## config.mk

```make
export PLATFORM = sky130hd
export DESIGN_NAME = mfre_control
export DESIGN_NICKNAME = d
export VERILOG_FILES = /design/src/hdl/mfre_pkg.sv /design/src/hdl/mfre_control.sv
export SDC_FILE = /design/constraint.sdc
export NUM_CORES = 1
export LEC_CHECK = 0
export BUFFER_PORTS_ARGS = -buffer_cell sky130_fd_sc_hd__buf_2
export CELL_PAD_IN_SITES_DETAIL_PLACEMENT = 1
export CELL_PAD_IN_SITES_GLOBAL_PLACEMENT = 1
export CORE_UTILIZATION = 33
export CTS_BUF_LIST = sky130_fd_sc_hd__clkbuf_8
export DETAILED_ROUTE_END_ITERATION = 6
export PLACE_DENSITY = 0.94
export REMOVE_ABC_BUFFERS = 1
export SETUP_SLACK_MARGIN = 0.5
export SYNTH_ARGS = -nofsm -noshare
export SYNTH_HDL_FRONTEND = slang
export SYNTH_SLANG_ARGS = --single-unit
```

## constraint.sdc

```tcl
create_clock -name clock -period 4 [get_ports clock]
set_input_delay 0.4 -clock clock [delete_from_list [all_inputs] [get_ports clock]]
set_output_delay 0.4 -clock clock [all_outputs]
set_load 0.02 [all_outputs]
```

## src/hdl/mfre_pkg.sv

```systemverilog
// shared types and constants for the monochrome frame buffer raster engine
package mfre_pkg;

   localparam int DefScreenWidth  = 128;
   localparam int DefScreenHeight = 64;
   localparam int ChunkBits       = 128;

   localparam logic [2:0] CMD_SET_POINT  = 3'd0;
   localparam logic [2:0] CMD_CLEAR_AREA = 3'd1;
   localparam logic [2:0] CMD_INVERT     = 3'd2;
   localparam logic [2:0] CMD_LINE       = 3'd3;
   localparam logic [2:0] CMD_READ_AREA  = 3'd4;

   localparam logic [1:0] ST_OK        = 2'd0;
   localparam logic [1:0] ST_OFFSCREEN = 2'd1;
   localparam logic [1:0] ST_UNSUPP    = 2'd2;
   localparam logic [1:0] ST_REVERSED  = 2'd3;

   // row operations the controller asks of the datapath
   localparam logic [1:0] OP_NONE  = 2'd0;
   localparam logic [1:0] OP_WRITE = 2'd1;   // read-modify-write of one row
   localparam logic [1:0] OP_READ  = 2'd2;   // marks a row end during readout; the datapath does not act on it

   typedef struct packed {
      logic       load;       // capture command fields
      logic       row_start;  // issue memory read of current row
      logic [1:0] op;         // act on the row data now available
      logic       emit;       // send a result beat
      logic       emit_last;
      logic [1:0] emit_status;
      logic       clear_run;  // reset-time clearing pass write
   } ctl_type;

   typedef struct packed {
      logic [1:0] check;      // status decided from the request fields, captured at load
      logic       is_read;
      logic       row_done;   // current row is the bottom row
      logic       col_done;   // read: last column of the row
      logic       chunk_full;
      logic       clear_done;
   } sts_type;

endpackage

```

## src/hdl/mfre_control.sv

```systemverilog
// command sequencer for the raster engine
module mfre_control
   import mfre_pkg::*;
(
   input  logic    clock,
   input  logic    reset,
   input  logic    start,
   input  sts_type sts,
   output logic    busy,
   output ctl_type ctl,
   output logic    rd_step
);

   localparam logic [2:0] S_CLEAR = 3'd0;
   localparam logic [2:0] S_IDLE  = 3'd1;
   localparam logic [2:0] S_CHECK = 3'd2;
   localparam logic [2:0] S_FETCH = 3'd3;
   localparam logic [2:0] S_WRITE = 3'd4;
   localparam logic [2:0] S_READ  = 3'd5;
   localparam logic [2:0] S_FLUSH = 3'd6;

   logic [2:0] state_ff, state_in;
   logic       last_ff, last_in;
   // a chunk may end mid-row or at a row end; row end needs a refetch
   logic       refetch_ff;

   always_comb begin
      state_in = state_ff;
      last_in  = last_ff;
      ctl      = '0;
      rd_step  = 1'b0;
      case (state_ff)
         S_CLEAR: begin
            ctl.clear_run = 1'b1;
            if (sts.clear_done) state_in = S_IDLE;
         end
         S_IDLE: begin
            if (start) begin
               ctl.load = 1'b1;
               state_in = S_CHECK;
            end
         end
         S_CHECK: begin
            if (sts.check != ST_OK) begin
               ctl.emit = 1'b1; ctl.emit_last = 1'b1; ctl.emit_status = sts.check;
               state_in = S_IDLE;
            end else begin
               ctl.row_start = 1'b1;
               state_in = S_FETCH;
            end
         end
         S_FETCH: begin
            // row data now registered
            state_in = sts.is_read ? S_READ : S_WRITE;
         end
         S_WRITE: begin
            ctl.op = OP_WRITE;
            if (sts.row_done) begin
               ctl.emit = 1'b1; ctl.emit_last = 1'b1;
               state_in = S_IDLE;
            end else begin
               state_in = S_CHECK;
            end
         end
         S_READ: begin
            rd_step = 1'b1;
            last_in = sts.col_done && sts.row_done;
            if (sts.chunk_full || last_in) state_in = S_FLUSH;
            else if (sts.col_done) begin
               ctl.op = OP_READ;
               state_in = S_CHECK;
            end
         end
         S_FLUSH: begin
            ctl.emit = 1'b1; ctl.emit_last = last_ff;
            if (last_ff) state_in = S_IDLE;
            else if (refetch_ff) state_in = S_CHECK;
            else state_in = S_READ;
         end
         default: state_in = S_IDLE;
      endcase
   end

   always_ff @(posedge clock) begin
      if (reset) begin
         state_ff   <= S_CLEAR;
         last_ff    <= 1'b0;
         refetch_ff <= 1'b0;
      end else begin
         state_ff <= state_in;
         last_ff  <= last_in;
         if (state_ff == S_READ) refetch_ff <= sts.col_done;
      end
   end

   assign busy = state_ff != S_IDLE;

endmodule

```

==> flow_summary.json, run 1 <==
{
  "final_design_area_no_fill_sq_um": 574,
  "timing.setup.tns_ns": 0,
  "critical-path-slowest-cell": "sky130_fd_sc_hd__dfxtp_1",
  "hold_path_class": "input pin to register",
  "fillCellCount": 162,
  "post_layout_min_period_ns": 1.97,
  "synthMostInstantiatedCell": "sky130_fd_sc_hd__nor2_1",
  "timing.max_cap.violations": 0,
  "hpwlAfterDp_um": 918,
  "number_of_enable_type_register_cells_in_the_synthesized_netlist": 0,
  "total_power_mw": 0.174,
  "yosys.area.top_type": "sky130_fd_sc_hd__dfxtp_1",
  "final_wirelength_mm": 1.28,
  "global_route.usage.total_pct": 21.5,
  "ctsRootBufferMaster": "sky130_fd_sc_hd__clkbuf_8",
  "max_stage_delay_ns": 0.64,
  "fp.dieH_um": 38.1,
  "layout-area-overhead-vs-synth_pct": 33.8,
  "ctsLongestPathBuffers": 2,
  "synthesis.instances": 60,
  "post-route-period-util_pct": 49.3,
  "cts_buffers": 3,
  "fmax_ghz": 0.507,
  "fin_worst_skew_ns": 0.00825,
  "crit_family": "flip-flops",
  "clock_sink_count": 5,
  "row_count": 12,
  "netlist_top_cells_count": "sky130_fd_sc_hd__nor2_1, sky130_fd_sc_hd__a21oi_1, sky130_fd_sc_hd__dfxtp_1, sky130_fd_sc_hd__inv_1, sky130_fd_sc_hd__nand2_1",
  "total_leakage_power_nw": 0.262,
  "diodes": 0,
  "critPathBufInv": 1,
  "drt-vias-per-instance": 5.68,
  "drtAntennaViolNets": 0,
  "synth.cell_area_sq_um": 429,
  "place.detailed.instances": 90,
  "setup_violations": 0,
  "slew_headroom_pct": 65.3,
  "chipWidth_um": 38.1,
  "timing.critical_path.required_ns": 3.60,
  "initial_utilization_pct": 37.1,
  "timing.critical_path.from_type": "register",
  "path_cells": "nand3b_1, nor4b_1, buf_2",
  "port-buffer-count": 20,
  "wl_per_cell_um": 13.6,
  "grt_max_degree": 18,
  "cts_resized": 0,
  "cts_htree_levels": 1,
  "synth_area_per_cell_sq_um": 7.15,
  "detailed_route_via_count": 534,
  "power-per-cell-area_mw_per_mm2": 303,
  "postSynthRegisterBits": 5,
  "cts_setup_buffers": 0,
  "synth_top_cells_by_area": "sky130_fd_sc_hd__dfxtp_1, sky130_fd_sc_hd__a21oi_1, sky130_fd_sc_hd__nor2_1, sky130_fd_sc_hd__and2_1, sky130_fd_sc_hd__inv_1",
  "transition_at_the_pin_with_the_smallest_max_transition_slack_ns": 0.520,
  "drcViolationCount": 0,
  "timing_max_transition_violations_final": 0,
  "detailed_router_s_first_iteration_violation_count": 5,
  "via_count_of_the_first_global_routing_pass": 467,
  "clock_latency_ns": 0.23,
  "crit_path_end_kind": "primary output",
  "yosysSeqAreaShare_pct": 23.3,
  "worst_setup_hold_path_clk_slew_ns": 0.04,
  "post_route_cells_drive_above_1_share_pct": 32.5,
  "core_area_sq_mm": 0.00116,
  "ir_worst_vdd_mv": 0.243,
  "criticalPathCategory": "register to primary output",
  "synth-warning-count": 0,
  "post-synth-top-area-fraction_pct": 23.3,
  "cts_tree": "built",
  "dr.pass1.iters": 4,
  "wire_length_of_the_first_global_routing_pass_mm": 2.11,
  "outcome": "finished clean",
  "ioPinCount": 21,
  "gp_routability_congestion": 0.694,
  "dieArea_sq_mm": 0.00145,
  "unrepaired_setup_endpoints_after_global_routing": "false",
  "cts.hold.buffers_added": 0,
  "place_area_sq_um": 529,
  "crit_path_max_fanout": 17,
  "hold_violations": 0,
  "number_of_nets_in_the_layout": 91,
  "antenna_found_initial": 0,
  "instances_no_fill": 94,
  "synth.distinct_cells": 28,
  "crit_arrival_ns": 1.57,
  "grt.overflow.total": 0,
  "synth_top_flop_cell": "sky130_fd_sc_hd__dfxtp_1",
  "synth-async-reset-ratio_pct": 0
}
## layer usage
metal	wire length, um	track usage, %	vias to the layer above
met2	619	33.5	22
met3	96	8.72	2
li1	-	-	258
met4	8	8.04	0
met5	0	0	-
met1	557	26.1	252
## sequential cells by signal (all words and copies together) (netlist names)
name	cells
refetch_ff	1
state_ff	3
last_ff	1
## kinds of logic after synthesis
family                 after synthesis  share of synthesized area (%)
AO/OA/AOI/OAI                       16                           27.4
XOR/XNOR                             1                           2.04
buffers and inverters                9                           8.46
flip-flops                           5                           23.3
AND/OR/NAND/NOR                     29                           38.8
## placed cells by master (no fill, tap or decap), types with 2 or more instances in the layout
master,n
sky130_fd_sc_hd__a22oi_1,2
sky130_fd_sc_hd__nor2b_1,2
sky130_fd_sc_hd__nor2_1,6
sky130_fd_sc_hd__clkbuf_8,3
sky130_fd_sc_hd__nand3_1,2
sky130_fd_sc_hd__a21oi_1,5
sky130_fd_sc_hd__nand3b_1,2
sky130_fd_sc_hd__buf_2,20
sky130_fd_sc_hd__nor4b_1,2
sky130_fd_sc_hd__nand2_1,4
sky130_fd_sc_hd__nor3_1,2
sky130_fd_sc_hd__and2_1,3
sky130_fd_sc_hd__inv_1,6
sky130_fd_sc_hd__nor4_1,3
sky130_fd_sc_hd__dfxtp_1,5
## final cells by class
cell class / count / area, sq um / share of cell area (%)
Multi-Input combinational cell: 46 / 293 / 51.0
Clock buffer: 3 / 41.3 / 7.19
Sequential cell: 5 / 100 / 17.4
Inverter: 5 / 18.8 / 3.27
Tap cell: 14 / 17.5 / 3.05
Timing Repair Buffer: 20 / 100 / 17.4
Clock inverter: 1 / 3.75 / 0.654
## worst reg2reg max path: stages, from the launching register on
cell and delay, ns:
sky130_fd_sc_hd__dfxtp_1 0.45, sky130_fd_sc_hd__or3_4 0.46, sky130_fd_sc_hd__a211o_1 0.27, sky130_fd_sc_hd__a2111oi_2 0.31
## path summary, 6_finish.rpt
path	cells after the start	slack, ns	startpoint	to
min reg2reg	2	0.51	last_ff	last_ff
max	3	2.03	state_ff[0]	ctl[6]
min	2	0.41	reset	last_ff
max reg2reg	3	2.40	state_ff[2]	state_ff[1]
## metrics by stage
step | hold slack (ns) | setup WS [ns] | utilization [%]
final | 0.414 | 2.03 | 49.7
after global routing | 0.436 | 1.82 | 49.7
after CTS | 0.409 | 2.02 | 49.7
after detailed placement | 0.501 | 2.26 | 45.8
after global placement | 0.496 | 2.31 | 45.8
after floorplan | 0.452 | 2.10 | -
## power breakdown
group          switching, mW  internal (mW)  leakage, nW
combinational         0.0138         0.0104        0.195
sequential           0.00445         0.0512       0.0406
clock                 0.0281         0.0661       0.0269
total                 0.0464          0.128        0.262
(Power assumes the default switching activity.)
==> inputs of run 2 (changes only) <==
Settings changed: CORE_UTILIZATION 33 to 28, PLACE_DENSITY 0.94 to 0.86.
Clock period 4 ns to 1.7 ns, I/O delays scaled along.
==> flow_summary.json, run 2 (synthesis results as in run 1) <==
{
  "fp.dieH_um": 41.2,
  "top_register": "state_ff",
  "hold_path_class": "input pin to register",
  "timing.critical_path.from_type": "register",
  "drtAntennaViolNets": 0,
  "layout_setup_ws_ns": 0.135,
  "antenna_found_initial": 0,
  "initial_utilization_pct": 31.4,
  "post-place-ws_ns": 0.151,
  "chipWidth_um": 41.2,
  "total_switching_power_mw": 0.136,
  "number_of_nets_in_the_layout": 110,
  "via_count_of_the_first_global_routing_pass": 581,
  "post_route_cells_drive_above_1_share_pct": 69.7,
  "grt_max_degree": 14,
  "transition_at_the_pin_with_the_smallest_max_transition_slack_ns": 0.388,
  "ioPinCount": 21,
  "criticalPathCategory": "register to primary output",
  "timing.critical_path.required_ns": 1.53,
  "cts_htree_levels": 1,
  "clock_sink_count": 5,
  "power_switching_share_pct": 29.4,
  "slew_headroom_pct": 73.9,
  "fin_worst_skew_ns": 0.00960,
  "unrepaired_setup_endpoints_after_global_routing": "true",
  "ctsLongestPathBuffers": 2,
  "timing.max_cap.violations": 0,
  "wire_length_of_the_first_global_routing_pass_mm": 2.69,
  "layout_top_registers": "state_ff (3), last_ff (1), refetch_ff (1)",
  "layout-area-overhead-vs-synth_pct": 120,
  "crit_arrival_ns": 1.40,
  "gp_routability_congestion": 0.784,
  "wl_per_cell_um": 20.6,
  "global_route.usage.total_pct": 24.9,
  "worst_setup_hold_path_clk_slew_ns": 0.04,
  "place.detailed.instances": 93,
  "crit_path_frequent_cell": "sky130_fd_sc_hd__buf_6",
  "drcViolationCount": 0,
  "seqPwrFrac_pct": 27.4,
  "fillCellCount": 145,
  "post-route-period-util_pct": 92.1,
  "dr.pass1.iters": 4,
  "crit_path_max_fanout": 6,
  "drt-vias-per-instance": 5.50,
  "power.clock.fraction_pct": 47.6,
  "total_leakage_power_nw": 0.415,
  "layout_commonest_cell": "sky130_fd_sc_hd__buf_4",
  "final_wirelength_mm": 2.35,
  "ctsRootBufferMaster": "sky130_fd_sc_hd__clkbuf_8",
  "port-buffer-count": 20,
  "instances_no_fill": 114,
  "p_int_mw": 0.326,
  "fmax_ghz": 0.639,
  "critical-path-slowest-cell": "sky130_fd_sc_hd__dfxtp_4",
  "hpwlAfterDp_mm": 1.03,
  "cts_tree": "built",
  "cts_buffers": 3,
  "hold_violations": 0,
  "dieArea_sq_mm": 0.00169,
  "detailed_router_s_first_iteration_violation_count": 6,
  "grt.overflow.total": 0,
  "post_layout_min_period_ns": 1.57,
  "crit_path_end_kind": "primary output",
  "setup_violations": 0,
  "clock_latency_ns": 0.23,
  "highest_count_cells_in_the_layout_ignoring_fill_and_taps": "sky130_fd_sc_hd__buf_4, sky130_fd_sc_hd__buf_6, sky130_fd_sc_hd__buf_2",
  "row_count": 13,
  "power-per-cell-area_mw_per_mm2": 489,
  "max_stage_delay_ns": 0.36,
  "path_cells": "buf_6, buf_6, inv_6, o211ai_1, a21oi_1, buf_4",
  "timing.setup.tns_ns": 0,
  "ir_worst_vdd_mv": 0.822,
  "outcome": "finished clean",
  "combinationalPowerShare_pct": 24.9,
  "detailed_route_via_count": 627,
  "core_area_sq_mm": 0.00137,
  "cts.hold.buffers_added": 0,
  "largest_register_ffs": 3,
  "diodes": 0,
  "timing_max_transition_violations_final": 0
}
==> run 2: changes by cell type in the layout (fill, tap and decap cells not counted), sizes merged <==
cell	change
buf	+19
==> run 2: timing repair <==
item,in CTS,in global routing
gates cloned,0,0
endpoints found under the setup margin,16,16
pin swaps,8,10
buffers inserted,12,5
resized for setup,37,24
==> run 2: routing by layer <==
| metal | GRT usage (%) | vias to the layer above | part of all wire (%) | routed length (um) |
|---|---|---|---|---|
| li1 | - | 299 | - | - |
| met1 | 27.6 | 293 | 42 | 980 |
| met2 | 45.7 | 27 | 52 | 1230 |
| met3 | 7.61 | 8 | 3.8 | 90 |
| met4 | 5.65 | 0 | 2.0 | 48 |
| met5 | 0 | - | 0 | 0 |
==> run 2: metrics by stage <==
| stage | hold slack [ns] | util [%] | instance area (sq um) | power, mW |
|---|---|---|---|---|
| 2_1_floorplan | 0.239 | - | 412 | 0.161 |
| 3_3_place_gp | 0.412 | 39.9 | 546 | 0.192 |
| 3_5_place_dp | 0.425 | 39.9 | 546 | 0.194 |
| 4_1_cts | 0.188 | 58.5 | 800 | 0.427 |
| 5_1_grt | 0.226 | 69.0 | 943 | 0.490 |
| 6_report | 0.221 | 69.0 | 943 | 0.461 |
==> run 2: final timing paths <==
path / slack, ns / start / depth (start not counted) / endpoint
min reg2reg: 0.55 / refetch_ff / 2 / refetch_ff
max: 0.13 / state_ff[2] / 6 / ctl[3]
max reg2reg: 0.27 / state_ff[2] / 3 / state_ff[1]
min: 0.22 / reset / 2 / state_ff[2]
==> run 2: critical path, delay by kind of cell (launching register included) <==
kind / cells / cell delay, ns
AO/OA/AOI/OAI: 2 / 0.37
buffers and inverters: 4 / 0.44
flip-flops: 1 / 0.36
==> run 2: area by class of cell <==
type / count / area, sq um / area share [%]
well taps: 15 / 18.8 / 1.99
multi-input cells: 46 / 430 / 45.6
repair buffers: 39 / 309 / 32.8
clock buffers: 3 / 41.3 / 4.38
clock inverters: 1 / 3.75 / 0.398
inverters: 5 / 28.8 / 3.05
flip-flops and latches: 5 / 111 / 11.8
==> run 2: power groups by stage <==
stage | registers (mW) | clock network (mW) | logic (mW)
floorplan | 0.130 | 0 | 0.0309
global placement | 0.131 | 0 | 0.0615
detailed placement | 0.131 | 0 | 0.0634
CTS | 0.128 | 0.218 | 0.0805
global route | 0.126 | 0.240 | 0.123
finish | 0.126 | 0.220 | 0.115
